==> config.mk <==
export PLATFORM = sky130hd
export DESIGN_NAME = fbrb_blend
export DESIGN_NICKNAME = d
export VERILOG_FILES = /design/src/hdl/fbrb_pkg.sv /design/src/hdl/fbrb_blend.sv
export SDC_FILE = /design/constraint.sdc
export NUM_CORES = 1
export LEC_CHECK = 0
export BUFFER_PORTS_ARGS = -buffer_cell sky130_fd_sc_hd__buf_2
export CAP_MARGIN = 20
export CELL_PAD_IN_SITES_DETAIL_PLACEMENT = 0
export CELL_PAD_IN_SITES_GLOBAL_PLACEMENT = 1
export CORE_MARGIN = 2
export CORE_UTILIZATION = 46
export DETAILED_ROUTE_END_ITERATION = 7
export GPL_ROUTABILITY_DRIVEN = 1
export PLACE_DENSITY = 0.78
export SYNTH_ARGS = -nofsm -noshare
export SYNTH_HDL_FRONTEND = slang
export SYNTH_SLANG_ARGS = --single-unit
export TNS_END_PERCENT = 100
==> constraint.sdc <==
create_clock -name clk -period 7.05 [get_ports clk]
set_input_delay 0.705 -clock clk [delete_from_list [all_inputs] [get_ports clk]]
set_output_delay 0.705 -clock clk [all_outputs]
set_load 0.05 [all_outputs]
==> src/hdl/fbrb_pkg.sv <==
`timescale 1ns / 1ps
// ----------------------------------------------------------------------------
// fbrb_pkg
// Shared constants and types for the rectangle blend/fill framebuffer.
// ----------------------------------------------------------------------------
package fbrb_pkg;

  localparam int MAX_WIDTH  = 256;
  localparam int MAX_HEIGHT = 256;
  localparam int DEPTH      = MAX_WIDTH * MAX_HEIGHT;
  localparam int ADDR_W     = $clog2(DEPTH);

  localparam int CFG_W  = 9;
  localparam int CIDX_W = 1;
  localparam int CMD_W  = 2;
  localparam int POS_W  = 16;
  localparam int SIZE_W = 12;
  localparam int PIX_W  = 32;
  localparam int CLIP_W = POS_W + 2;

  localparam logic [CMD_W-1:0] CMD_CLEAR = 2'd0;
  localparam logic [CMD_W-1:0] CMD_FILL  = 2'd1;
  localparam logic [CMD_W-1:0] CMD_READ  = 2'd2;

  localparam logic [CIDX_W-1:0] CFG_FRAME_WIDTH  = 1'd0;
  localparam logic [CIDX_W-1:0] CFG_FRAME_HEIGHT = 1'd1;

  localparam logic [CFG_W-1:0] FRAME_WIDTH_RST  = 9'd256;
  localparam logic [CFG_W-1:0] FRAME_HEIGHT_RST = 9'd256;

  localparam logic [PIX_W-1:0] RB_MASK = 32'h00ff_00ff;
  localparam logic [PIX_W-1:0] G_MASK  = 32'h0000_ff00;
  localparam logic [8:0]       ALPHA_ONE = 9'h100;

  typedef enum logic [2:0] {
    ST_CLEAR_MEM,
    ST_IDLE,
    ST_SETUP,
    ST_PAINT,
    ST_DRAIN,
    ST_RD_ISSUE,
    ST_RD_RESP
  } state_t;

endpackage

==> src/hdl/fbrb_blend.sv <==
`timescale 1ns / 1ps
// ----------------------------------------------------------------------------
// fbrb_blend
// Alpha blend of a source colour over a stored pixel, one register stage
// after the multipliers; result is valid in the cycle after the inputs.
// ----------------------------------------------------------------------------
module fbrb_blend import fbrb_pkg::*; (
  input  logic             clk,
  input  logic [PIX_W-1:0] bottom,
  input  logic [PIX_W-1:0] top,
  output logic [PIX_W-1:0] result
);

  logic [7:0]       ta;
  logic [7:0]       ba;
  logic [PIX_W-1:0] rb_b;
  logic [PIX_W-1:0] g_b;
  logic [PIX_W-1:0] rb_diff;
  logic [PIX_W-1:0] g_diff;

  logic [7:0]       ta_r;
  logic [16:0]      a_prod_r;
  logic [PIX_W-1:0] rb_b_r;
  logic [PIX_W-1:0] g_b_r;
  logic [PIX_W-1:0] rb_prod_r;
  logic [PIX_W-1:0] g_prod_r;

  logic [7:0]       a_sum;
  logic [PIX_W-1:0] rb_sum;
  logic [PIX_W-1:0] g_sum;

  assign ta      = top[31:24];
  assign ba      = bottom[31:24];
  assign rb_b    = bottom & RB_MASK;
  assign g_b     = bottom & G_MASK;
  assign rb_diff = (top & RB_MASK) - rb_b;
  assign g_diff  = (top & G_MASK) - g_b;

  always_ff @(posedge clk) begin
    ta_r      <= ta;
    a_prod_r  <= {9'd0, ba} * {8'd0, (ALPHA_ONE - {1'b0, ta})};
    rb_b_r    <= rb_b;
    g_b_r     <= g_b;
    rb_prod_r <= rb_diff * {24'd0, ta};
    g_prod_r  <= g_diff * {24'd0, ta};
  end

  assign a_sum  = ta_r + a_prod_r[15:8];
  assign rb_sum = rb_b_r + {8'd0, rb_prod_r[31:8]};
  assign g_sum  = g_b_r + {8'd0, g_prod_r[31:8]};
  assign result = {a_sum, rb_sum[23:16], g_sum[15:8], rb_sum[7:0]};

endmodule
Word-level counts from Yosys, hierarchy flattened
Cells that the tools add are included. W data, S select, Z words.

Register bits after elaboration: 104. Bits in latches: 0. Memory bits (writable): 0. Bits in read-only memories: 0. Input port bits: 65. Logic and storage cells: 15. Memories kept: 0.

Add/subtract/negate cells: 6. Multiply operators: 3. Div/mod/pow operators: 0. Magnitude comparators: 0. Equality and inequality tests: 0. Shift-type cells: 0. Muxes and demuxes: 0. Bitwise gates (word level): 0. Reductions and logical operators: 0.

Operator list (number): $mul A25 B9 Y32 (1); $sub A24 B24 Y25 (1); $add A24 B24 Y24 (1); $mul A17 B9 Y24 (1); $sub A16 B16 Y17 (1); $add A16 B16 Y16 (1); $mul A8 B9 Y16 (1); $sub A9 B8 Y9 const A (1); $add A8 B8 Y8 (1).

Longest topological paths before layout
Depth in word-level cells: 2. Gate-level depth with buffers: 26. Gate-level depth less buffers: 26.

Worst setup path after synthesis
Ideal clock, no wire load.

Path kind: in2reg. Start: in top[0]. End: reg rb_prod_r[31]. Setup time: 123 ps. Data arrival time: 6440 ps. Slack: 487 ps. Stages on the path: 25. Buffers on the path: 0. Cell sequence: inv_1 ha_1 fa_1 nand2b_1 a21boi_0 o21ai_0 a2111oi_2 o41a_1 o21a_1 nor2_2 nand2_1 fa_1 fa_1 inv_1 fa_1 inv_1 fa_1 inv_1 ha_1 nand2_1 nor2_1 a211oi_1 o31ai_4 a221oi_2 xnor2_1.

Word-level cells in the longest chain between the ends: 2.

RTL lines: start, declared (line fbrb_blend.sv:10) `input logic [PIX_W-1:0] top,`; $sub A24 B24 Y25 (line fbrb_blend.sv:36) `assign rb_diff = (top & RB_MASK) - rb_b;`; $mul A25 B9 Y32 (line fbrb_blend.sv:44) `rb_prod_r <= rb_diff * {24'd0, ta};`; end signal, assigned (line fbrb_blend.sv:44); end, declared (line fbrb_blend.sv:25) `logic [PIX_W-1:0] rb_prod_r;`.

No other way between the ends.

Worst setup path in the final report
Start: in bottom[1]. End: reg rb_prod_r[30].

Word-level cells in the longest chain between the ends: 2.

RTL lines: start, declared (line fbrb_blend.sv:9) `input logic [PIX_W-1:0] bottom,`; $sub A24 B24 Y25 (line fbrb_blend.sv:36); $mul A25 B9 Y32 (line fbrb_blend.sv:44).

No other way between the ends.

==> results.md <==
- Finished Layout Cells: 2168
- Register area share after synthesis: 0.0979
- Clock slew at reported path FFs: approximately 70 ps
- Number of CTS-inserted buffers: 9
- Diodes inserted: 0
- Final period util: 0.946
- Pin count of the biggest net entering global routing: 40
- Die width: roughly 180 microns
- Avg WL per Cell: roughly 15 microns
- Post-synthesis adder-cell area fraction: 0.486
- Max cap viols: 0
- Clock Tree Buf Depth: 2
- # fillers: about 3000
- Gate Count Post-Synth: approximately 1600
- DP Worst Slack: -83.0 ps
- Initial antenna violation count: 0
- Simple-gate share of the synthesized area: 0.173
- Syn Nets: 2132
- Hold slack: between 400 and 500 ps
- Synth Area in XOR/XNOR: 0.0529
- DRT iter0 DRCs: 381
- # IOs: 97
- Clk sink count: between 70 and 80
- Routed vias: 10800
- Hold buffers post-CTS: 0
- Share of cells above drive strength 1: 0.110
- First-pass GRT wire length: about 56000 microns
- Root buffer cell: clkbuf_16
- WL final: roughly 33000 microns
- Hold Crit Start: bottom[23]
- CTS tree: yes
- Maximum fanout along the worst path: 8
- Routability cong.: 0.821
- Yosys cell types: between 60 and 70
- CP startpoint kind: primary input
- Final setup fails: 0
- Setup Buffers After CTS: 0
- H-tree levels: 3
- Synth area leaders: fa_1, ha_1, dfxtp_1
- Endpoint class of the critical path: register
- Multi-input logic area: around 12000 sq um
- Core Area: 31600 sq um
- Worst EP required: 7300 ps
- Residual DRC: 0
- Largest area contributor in the netlist: fa_1
- Number of synthesized flops with an enable pin: 0
- Most numerous cell in the Yosys netlist: inv_1
- Arr. time, crit path: between 6000 and 7000 ps
- Placed Cells: 2152
- Complex-gate fraction of the synthesized area: 0.0789
- Worst hold-check path type: in -> reg
- Cell row count: between 60 and 70
- FF/Latch Area: between 1000 and 1500 sq um
- Hold EP: rb_b_r[23]$_DFF_P_
- Via density: 4.97
- Port Buf Inserts: 96
- Netlist Area Pre-Place: about 15000 sq um
- Final hold viol count: 0
- 1st-pass router iterations: 4
- Vias in the first global route: around 12000
- Flops & latches, synth: 72
- Share of the synthesized area in the top cell type: 0.340
- Worst slew pin tran: approximately 850 ps
- Setup WS post-layout: 383 ps
- DIE HEIGHT: 183 microns
- Core Util, Final: 0.516
- Synth Warn #: 0
- Crit Path Class: in -> reg
- Final Critical Period: between 6000 and 7000 ps
- Run status: complete, no violations
- Die Area: approximately 33000 sq um
- Hold depth: 1
- RSZ-0062 raised after global routing: false
- Max Freq: 0.150 GHz
- Total track usage: 0.210
- DP HPWL: 26700 microns
- Routed Antenna Nets: 0
- Largest family of logic cells by synthesized area: adder cells
- Post-synthesis mux area share: 0.00671
- Layout area overhead: 10.5%
- Synth top cells by count: inv_1, fa_1, ha_1
- Post-layout net count: approximately 2200
- Asr flop ratio synth: 0
- Ys flop type: dfxtp_1
- Avg Inst Size Synth: around 9 sq um
- Total gr overflow: 0
- Pins over their slew limit: 0
- Slew HR: 0.430
- Initial Util: 0.467
==> sequential cells by signal, summed over array words and instances, names as in the netlist <==
name and flops:
g_prod_r 8, ta_r 8, rb_b_r 16, rb_prod_r 24, a_prod_r 8, g_b_r 8
==> per-stage QoR <==
| step | cell area (sq um) | TNS, ps |
|---|---|---|
| global route | 16300 | 0 |
| finish | 16300 | 0 |
| detailed placement | 15900 | -87.4 |
| CTS | 16200 | 0 |
| floorplan | 14700 | 0 |
| global placement | 15900 | 0 |
==> cells by family after synthesis <==
| family | Yosys count |
|---|---|
| fa+ha+maj | 422 |
| compound gates | 157 |
| simple gates | 487 |
| xor+xnor | 89 |
| flops | 72 |
| buf+inv | 409 |
| mux | 9 |
==> worst max-delay path, cell delays in order <==
cell	delay [ps]
buf_2	110
inv_1	50
ha_1	250
nor2b_1	140
o21ai_1	90
a21boi_1	240
o21ai_2	120
a21oi_1	200
inv_1	80
fa_2	650
nand2b_1	160
fa_1	460
fa_1	550
fa_1	440
fa_1	540
inv_1	40
ha_1	260
o21ai_0	120
a21oi_1	340
a41oi_4	210
o2111ai_4	320
a41oi_4	180
o31ai_4	370
a31oi_1	150
xnor2_1	140
==> worst max-delay path by stage <==
stage / start / endpoint / slack, ps / cells after the start
after floorplan: top[0] / rb_prod_r[31]$_DFF_P_ / 490 / 25
after global placement: top[0] / rb_prod_r[31]$_DFF_P_ / 70 / 25
after detailed placement: top[0] / rb_prod_r[31]$_DFF_P_ / -80 / 27
after CTS: top[0] / rb_prod_r[31]$_DFF_P_ / 310 / 27
after global routing: top[0] / rb_prod_r[31]$_DFF_P_ / 20 / 27
final: bottom[1] / rb_prod_r[30]$_DFF_P_ / 380 / 25
==> placed cells by master (no fill, tap or decap), types with 17 or more instances in the layout <==
cell type and count:
nor2_1 53, o21ai_0 21, fa_1 249, nand2_1 156, inv_1 365, buf_2 96
dfxtp_1 72, nand2b_1 23, ha_1 172, xnor2_1 66, a21oi_1 41, buf_4 53
and3_1 29, xor2_1 23, and2_1 129, nand3_1 17, a21o_1 19, nor3_1 17
nor2b_1 28
==> cell type report <==
| cell class | count | share of cell area |
|---|---|---|
| sequential | 72 | 0.0886 |
| tap | 402 | 0.0309 |
| timing repair buffer | 149 | 0.0540 |
| clock buffer | 11 | 0.0149 |
| clock inverter | 5 | 0.00346 |
| multi-input combinational | 1164 | 0.724 |
| inverter | 365 | 0.0842 |
==> per-layer routing <==
metal,GRT usage,up-vias,part of all wire
li1,-,5292,-
met1,0.288,5308,0.48
met2,0.353,166,0.48
met3,0.0280,16,0.036
met4,0.0531,0,0.011
met5,0,-,0
==> repair_timing <==
item	4_1_cts	5_1_grt
resized for setup	0	6
setup endpoints to repair	0	9
endpoints found under the hold margin	0	0
Power is left out: the tool's default activity adds up to more than one toggle a clock period on the data nets, which glitch-free logic cannot reach.
